File: src/rtl/y2b_pkg.sv
// ----------------------------------------------------------------------------
// y2b_pkg: YUV to BGR converter shared types and constants
// Q10 matrix coefficients for both matrix modes and the output clamp.
// ----------------------------------------------------------------------------
package y2b_pkg;

    // Signed accumulator wide enough for any sum in Q10 (|sum| < 2^20).
    typedef logic signed [21:0] t_acc;
    typedef logic signed [12:0] t_coef;
    typedef logic        [7:0]  t_byte;

    localparam int unsigned FRAC_BITS = 10;

    // Matrix select codes
    localparam logic MODE_STUDIO = 1'b0;
    localparam logic MODE_ALT    = 1'b1;

    // Studio range BT.601, but with the U and V green weights swapped: 1.164, 2.018, 0.813, 0.391, 1.596
    localparam t_coef C0_Y  = 13'sd1192;
    localparam t_coef C0_UB = 13'sd2066;
    localparam t_coef C0_UG = -13'sd833;
    localparam t_coef C0_VG = -13'sd400;
    localparam t_coef C0_VR = 13'sd1634;

    // Alternate matrix, luma unscaled: 2.12798, 0.21482, 0.38059, 1.28033
    localparam t_coef C1_UB = 13'sd2179;
    localparam t_coef C1_UG = -13'sd220;
    localparam t_coef C1_VG = -13'sd390;
    localparam t_coef C1_VR = 13'sd1311;

    localparam logic signed [9:0] LUMA_OFS   = 10'sd16;
    localparam logic signed [9:0] CHROMA_OFS = 10'sd128;

    // Floor by arithmetic shift, then clamp to 0..255.
    function automatic t_byte clamp_byte(input t_acc acc);
        logic signed [11:0] q;
        q = 12'(acc >>> FRAC_BITS);
        if (q < 12'sd0) begin
            return 8'd0;
        end else if (q > 12'sd255) begin
            return 8'd255;
        end else begin
            return q[7:0];
        end
    endfunction

endpackage

File: src/rtl/y2b_matrix.sv
// ----------------------------------------------------------------------------
// y2b_matrix: color matrix datapath
// Combinational 3x3 multiply-add in Q10 with floor and clamp per channel.
// ----------------------------------------------------------------------------
module y2b_matrix (
    input  logic            i_mode,
    input  logic [7:0]      i_luma,
    input  logic [7:0]      i_chroma_blue,
    input  logic [7:0]      i_chroma_red,
    output y2b_pkg::t_byte  o_blue,
    output y2b_pkg::t_byte  o_green,
    output y2b_pkg::t_byte  o_red
);
    import y2b_pkg::*;

    logic signed [9:0] y_ofs;
    logic signed [9:0] u_ofs;
    logic signed [9:0] v_ofs;
    t_acc              y_term;
    t_coef             k_ub, k_ug, k_vg, k_vr;
    t_acc              sum_b, sum_g, sum_r;

    assign y_ofs = $signed({2'b00, i_luma}) - LUMA_OFS;
    assign u_ofs = $signed({2'b00, i_chroma_blue}) - CHROMA_OFS;
    assign v_ofs = $signed({2'b00, i_chroma_red}) - CHROMA_OFS;

    always_comb begin
        unique case (i_mode)
            MODE_STUDIO: begin
                y_term = t_acc'(C0_Y) * t_acc'(y_ofs);
                k_ub   = C0_UB;
                k_ug   = C0_UG;
                k_vg   = C0_VG;
                k_vr   = C0_VR;
            end
            MODE_ALT: begin
                // luma passes through: Y * 1024
                y_term = t_acc'({i_luma, 10'b0});
                k_ub   = C1_UB;
                k_ug   = C1_UG;
                k_vg   = C1_VG;
                k_vr   = C1_VR;
            end
            default: begin
                y_term = '0;
                k_ub   = '0;
                k_ug   = '0;
                k_vg   = '0;
                k_vr   = '0;
            end
        endcase
    end

    assign sum_b = y_term + t_acc'(k_ub) * t_acc'(u_ofs);
    assign sum_g = y_term + t_acc'(k_ug) * t_acc'(u_ofs) + t_acc'(k_vg) * t_acc'(v_ofs);
    assign sum_r = y_term + t_acc'(k_vr) * t_acc'(v_ofs);

    assign o_blue  = clamp_byte(sum_b);
    assign o_green = clamp_byte(sum_g);
    assign o_red   = clamp_byte(sum_r);

endmodule

File: src/rtl/yuv_to_bgr_pixel_converter_unit.sv
// ----------------------------------------------------------------------------
// yuv_to_bgr_pixel_converter_unit: YUV to BGR pixel converter
// One pixel per clock, two-stage pipeline, studio-range or alternate color matrix.
// ----------------------------------------------------------------------------
// Usage: drive a pixel on i_luma/i_chroma_blue/i_chroma_red with start high;
// busy never rises, so a request is taken every clock. The converted pixel
// appears on o_blue_out/o_green_out/o_red_out with o_strobe high for exactly
// one cycle; the receiver cannot stall and must take it. Throughput is one
// pixel per clock; the path is one input register, then the matrix
// multiply-add and clamp feed the result register. Matrix select
// (i_cfg_we/i_cfg_wdata) resets to 1 (alternate matrix, luma unscaled); 0
// picks studio-range BT.601 with the U and V green weights swapped. Change
// it only with no request in flight.
module yuv_to_bgr_pixel_converter_unit (
    input  logic       i_clk,
    input  logic       i_rst_n,
    // config
    input  logic       i_cfg_we,
    input  logic       i_cfg_wdata,
    // request
    input  logic       start,
    output logic       busy,
    input  logic [7:0] i_luma,
    input  logic [7:0] i_chroma_blue,
    input  logic [7:0] i_chroma_red,
    // result
    output logic       o_strobe,
    output logic [7:0] o_blue_out,
    output logic [7:0] o_green_out,
    output logic [7:0] o_red_out
);
    import y2b_pkg::*;

    logic       r_mode;
    logic       r_in_vld;
    logic [7:0] r_luma, r_cb, r_cr;
    logic       r_out_vld;
    t_byte      r_blue, r_green, r_red;
    t_byte      n_blue, n_green, n_red;
    logic       accept;

    // Fully pipelined: never back-pressures.
    assign busy   = 1'b0;
    assign accept = start && !busy;

    // Matrix select register
    always_ff @(posedge i_clk) begin
        if (!i_rst_n) begin
            r_mode <= MODE_ALT;
        end else if (i_cfg_we) begin
            r_mode <= i_cfg_wdata;
        end
    end

    // Stage 1: capture request
    always_ff @(posedge i_clk) begin
        if (!i_rst_n) begin
            r_in_vld <= 1'b0;
        end else begin
            r_in_vld <= accept;
        end
    end

    always_ff @(posedge i_clk) begin
        if (accept) begin
            r_luma <= i_luma;
            r_cb   <= i_chroma_blue;
            r_cr   <= i_chroma_red;
        end
    end

    y2b_matrix u_matrix (
        .i_mode        (r_mode),
        .i_luma        (r_luma),
        .i_chroma_blue (r_cb),
        .i_chroma_red  (r_cr),
        .o_blue        (n_blue),
        .o_green       (n_green),
        .o_red         (n_red)
    );

    // Stage 2: result register, strobe lasts one cycle
    always_ff @(posedge i_clk) begin
        if (!i_rst_n) begin
            r_out_vld <= 1'b0;
        end else begin
            r_out_vld <= r_in_vld;
        end
    end

    always_ff @(posedge i_clk) begin
        if (r_in_vld) begin
            r_blue  <= n_blue;
            r_green <= n_green;
            r_red   <= n_red;
        end
    end

    assign o_strobe    = r_out_vld;
    assign o_blue_out  = r_blue;
    assign o_green_out = r_green;
    assign o_red_out   = r_red;

endmodule

File: config.mk
export PLATFORM = sky130hd
export DESIGN_NAME = yuv_to_bgr_pixel_converter_unit
export DESIGN_NICKNAME = d
export VERILOG_FILES = /design/src/rtl/y2b_pkg.sv /design/src/rtl/y2b_matrix.sv /design/src/rtl/yuv_to_bgr_pixel_converter_unit.sv
export SDC_FILE = /design/constraint.sdc
export NUM_CORES = 1
export LEC_CHECK = 0
export BUFFER_PORTS_ARGS = -buffer_cell sky130_fd_sc_hd__buf_2
export CAP_MARGIN = 15
export CORE_AREA = 2 2 155 157
export DETAILED_ROUTE_END_ITERATION = 10
export DIE_AREA = 0 0 157 159
export GPL_TIMING_DRIVEN = 0
export PLACE_DENSITY = 0.81
export SYNTH_ARGS = -nofsm -noshare
export SYNTH_HDL_FRONTEND = slang
export SYNTH_SLANG_ARGS = --single-unit
export TNS_END_PERCENT = 100
File: constraint.sdc
create_clock -name i_clk -period 19.5 [get_ports i_clk]
set_clock_uncertainty 0.15 [all_clocks]
set_input_delay 2.925 -clock i_clk [delete_from_list [all_inputs] [get_ports i_clk]]
set_output_delay 2.925 -clock i_clk [all_outputs]
set_load 0.005 [all_outputs]
# == Word level (Yosys, flattened, before mapping) ==
# Index checks and enable logic that the tools add are counted.
# word_totals
elab_cells,36
ff_bits,51
input_bits,29
output_inout_bits,26
# op_classes
bitwise_logic,1
addsub,7
multipliers,5
magnitude_cmp,6
mux,8
# op_table
cell,count
one-hot mux 13 bit (2 select lines),4
adder 22 bit,4
multiplier 13 x 9 -> 22 bit,4
one-hot mux 22 bit (2 select lines),1
greater-than comparator 12 x 9 -> 1 bit (second input constant),3
less-than comparator 12 x 1 -> 1 bit (second input constant),3
two-way mux 8 bit,3
multiplier 9 x 9 -> 18 bit (first input constant),1
subtractor 8 x 8 -> 9 bit (second input constant),2
subtractor 8 x 5 -> 9 bit (second input constant),1
inverter 1 bit,1

# == Logic depth before layout (Yosys ltp) ==
# depth
word_depth,7
ltp_mapped,34

# == By module ==
# A second synthesis with hierarchy kept.
# unflattened
cells_unflattened,1303
area_unflattened_um2,13571.8
# by_module_without_submodules
mod,instances,seq_area_each_um2,cells_per_inst,area_each_um2
y2b_matrix,1,0.0,1246,12032.8
yuv_to_bgr_pixel_converter_unit,1,1501.4,57,1539.0

# == Worst setup path after synthesis ==
# OpenSTA, ideal clock, no wires.
# synth_path
path_type,register to register
start,register r_luma[4]
end,"register r_green[0] (netlist: o_green_out[0]), data pin"
stages_incl_launch_ff,30
n_path_buf,0
t_arrival_ns,8.785
synth_period_minus_slack_ns,9.213
setup_slack_ns,10.287
cell_sequence,edfxtp_1 -> inv_1 -> ha_1 -> nor3b_1 -> ha_1 -> ha_1 -> fa_1 -> fa_1 -> ha_1 -> ha_1 -> a21oi_1 -> o21bai_1 -> a2111oi_0 -> nor2_1 -> and2_1 -> o31ai_1 -> inv_1 -> fa_1 -> fa_1 -> fa_1 -> inv_1 -> fa_1 -> ha_1 -> ha_1 -> and2_1 -> and4_1 -> nor3b_1 -> or2_1 -> a311oi_2 -> a21oi_1
# synth_via
elab_chain_cells,7
elab_cells_between_ends,8
classes_between,add/sub: 3; mul: 1; order compare: 2; mux: 2
# synth_lines
item,line_no,source
"start, declared",yuv_to_bgr_pixel_converter_unit.sv:36,"logic [7:0] r_luma, r_cb, r_cr;"
"start signal, assigned",yuv_to_bgr_pixel_converter_unit.sv:66,r_luma <= i_luma;
subtractor 8 x 5 -> 9 bit,y2b_matrix.sv:23,"assign y_ofs = $signed({2'b00, i_luma}) - LUMA_OFS;"
multiplier 9 x 9 -> 18 bit,y2b_matrix.sv:30,y_term = t_acc'(C0_Y) * t_acc'(y_ofs);
one-hot mux 22 bit (2 select lines) (*),y2b_matrix.sv:28,unique case (i_mode)
adder 22 bit (*) (2 in a row),y2b_matrix.sv:55,assign sum_g = y_term + t_acc'(k_ug) * t_acc'(u_ofs) + t_acc'(k_vg) * t_acc'(v_ofs);
greater-than comparator 12 x 9 -> 1 bit,y2b_pkg.sv:40,end else if (q > 12'sd255) begin
two-way mux 8 bit,y2b_pkg.sv:40,
"end signal, assigned",yuv_to_bgr_pixel_converter_unit.sv:94,r_green <= n_green;
"end, declared",yuv_to_bgr_pixel_converter_unit.sv:38,"t_byte r_blue, r_green, r_red;"
# Every way passes the cells marked *; elsewhere a longest branch is shown, timed or not. The select of a mux whose other input is x is not followed.
# A chain may end at the register's enable or synchronous reset.

# == Worst setup path after layout ==
# layout_path
start,register r_luma[4]
end,"register r_green[2] (netlist: o_green_out[2]), data pin"
# The elaborated chain is that of the path after synthesis.

==> results.toml <==
[clock_tree]
numCtsBuffers = 5
cts.repair.resized = 0
clkSinkCount = 51
cts_tree = "yes"
cts-root-buf = "clkbuf_16"
h-tree-depth = 2
cts_hold_buf = 0
cts_setup_buffers = 0
clock_path_buffers = 2
insertion_delay_ps = 310
clk_pin_slew_ps = 90

[logic_synthesis]
ys_async_sr_fraction_pct = 0
yosys.area_share.adder_pct = 61.1
synth_top_family_by_area = "adder cells"
synth_compound_area_share_pct = 7.59
synth-simple-area-share_pct = 6.37
synth-xor-area-share_pct = 3.17
mappedNetlistArea_um2 = 13700
yosysWarnings = 0
syn_inst = 1304
post_synth.cell_area_avg_um2 = 10.5
synth-seq-cells = 51
yosysSeqAreaShare_pct = 11.0
synth_cell_types = 63
synth_edf_count = 48
ys.flop_type = "edfxtp_1"
synthMuxAreaShare_pct = 0.456

[run_status]
status = "finished, final reports clean"

[layout]
num-nets-final = 1917
final_cell_mix = "359 x inv_1, 261 x ha_1, 255 x fa_1"
multiInputGateArea_um2 = 10800
seq_area_um2 = 1500
drive_gt1_share_pct = 6.70
fillerInstances = 1857
n_antenna_cell = 0
area_growth_pct = 6.34
layout_commonest_cell = "inv_1"

[hold_path]
min_from = "r_in_vld$_SDFF_PN0_"
hp-class = "reg -> reg"
hold_path_depth = 0
min_to = "o_green_out[5]$_SDFFCE_PN0P_"

[sta]
fmax_mhz = 93.9
rsz0062_at_grt = "no"
finalCritPeriodShare_pct = 54.6
finalSetupViolCount = 0
slew_violations = 0
min_period_ps = 10640
slew_headroom_pct = 18.5
hold_viol_final = 0
worst_pin_slew_ps = 1210
setup_tns_ps = 0

[die]
die_h_um = 159
coreArea_um2 = 23200
rows = 56
die_w_um = 157
initial_utilization_pct = 59.1
io_pins = 55
dieArea_um2 = 25000

[critical_path]
crit_family = "adder cells"
crit_type = "reg -> reg"
r2r_cells = 29
cp_max_fo = 8
r2r-end = "o_green_out[2]$_SDFFCE_PN0P_"
setup.worst_path.start_class = "register"
cp.arrival_ps = 10530
end_kind = "register"
slowest_stage = "nor3b_1"
rrSetupSlack_ps = 8860
reg2reg_from = "r_luma[4]$_DFFE_PP_"
worst-path-buf-inv = 3
path_common_cell = "ha_1"
crit_required_ps = 19390
slowest_delay_ps = 880

[job]
max_cap_violations = 0

[placement]
dp_hpwl_um = 25600
numPortBuffers = 53
gp_congestion = 0.958

[drt]
first_pass_iters = 5
routed_wl_um = 29200
vias = 9109
drc = 0
viasPerCell = 5.38
drt_iter0_markers = 486
ant_nets = 0
wl_per_cell_um = 17.2

[grt]
grt_max_degree = 26
grtUsageTotal_pct = 25.3
grt_pass1_wl_um = 48600
overflow = 0
first_global_vias = 9967
antenna_found_initial = 0
[kinds of logic (layout without fill, tap and decap cells)]
kind of cell	Yosys count	count (layout)
other	2	9
AOI/OAI and AO/OA	143	143
and+or+nand+nor	162	162
buffers and inverters	376	438
DFF	51	51
xor gates and xnor gates	48	48
muxes	6	6
adders and majority gates	516	516
[Yosys cell counts (4+ instances only)]
master,instances,area share (%)
nor3_1,9,0.33
mux2i_1,4,0.29
ha_1,261,24
o21a_1,4,0.22
and2_1,20,0.91
clkbuf_1,15,0.41
a21o_1,19,1.0
nor2b_1,18,0.82
xor2_1,14,0.89
edfxtp_1,48,11
nand3_1,9,0.33
o21bai_1,4,0.22
o21ai_0,14,0.51
inv_1,359,9.8
nand2_1,24,0.66
or3_1,6,0.27
a21oi_1,41,1.5
fa_1,255,37
o31ai_1,4,0.22
nand2b_1,12,0.55
or2_2,15,0.68
a211oi_1,4,0.22
nor2_1,31,0.85
xnor2_1,33,2.1
a31oi_1,16,0.73
[registers in the layout, indices dropped and copies added, names as in the netlist]
register / count
o_blue_out: 8
o_green_out: 8
o_red_out: 8
r_cb: 8
r_cr: 8
r_luma: 8
o_strobe: 1
r_in_vld: 1
r_mode: 1
[metrics by stage]
step / std cells / hold WS (ps) / area, um^2 / setup WS [ps] / util (%)
after floorplan: 1311 / 664 / 13700 / 10290 / -
after global placement: 1683 / 938 / 14400 / 9110 / 62.1
after detailed placement: 1684 / 620 / 14400 / 8880 / 62.2
after CTS: 1692 / 634 / 14600 / 8870 / 62.8
after global routing: 1692 / 659 / 14600 / 8140 / 62.8
final: 1692 / 622 / 14600 / 8860 / 62.8
[worst max-delay path by stage]
stage | start | endpoint | slack [ps] | cells after the start
final | r_luma[4]$_DFFE_PP_ | o_green_out[2]$_SDFFCE_PN0P_ | 8860 | 29
after global routing | r_luma[4]$_DFFE_PP_ | o_green_out[2]$_SDFFCE_PN0P_ | 8140 | 29
after CTS | r_luma[4]$_DFFE_PP_ | o_green_out[2]$_SDFFCE_PN0P_ | 8870 | 29
after detailed placement | r_luma[4]$_DFFE_PP_ | o_green_out[7]$_SDFFCE_PN0P_ | 8880 | 29
after global placement | r_luma[4]$_DFFE_PP_ | o_green_out[0]$_SDFFCE_PN0P_ | 9110 | 29
after floorplan | r_luma[4]$_DFFE_PP_ | o_green_out[0]$_SDFFCE_PN0P_ | 10290 | 29
[layout make-up]
type,instances,area share [%]
buffer,17,0.464
multi-input combinational,884,74.2
inverter,359,9.25
clock buffer,5,0.859
tap,319,2.74
timing repair buffer,54,2.01
sequential,51,10.3
clock inverter,3,0.172
[layer usage]
metal	track usage [%]	share of wire, %	routed length (um)
met1	32.6	41	11900
met2	43.1	50	14500
met3	4.22	5.7	1650
met4	8.80	4.0	1170
met5	0	0	0
Power is not shown: default switching activity piles up to over one toggle a cycle in this logic, so the estimate is an artifact.
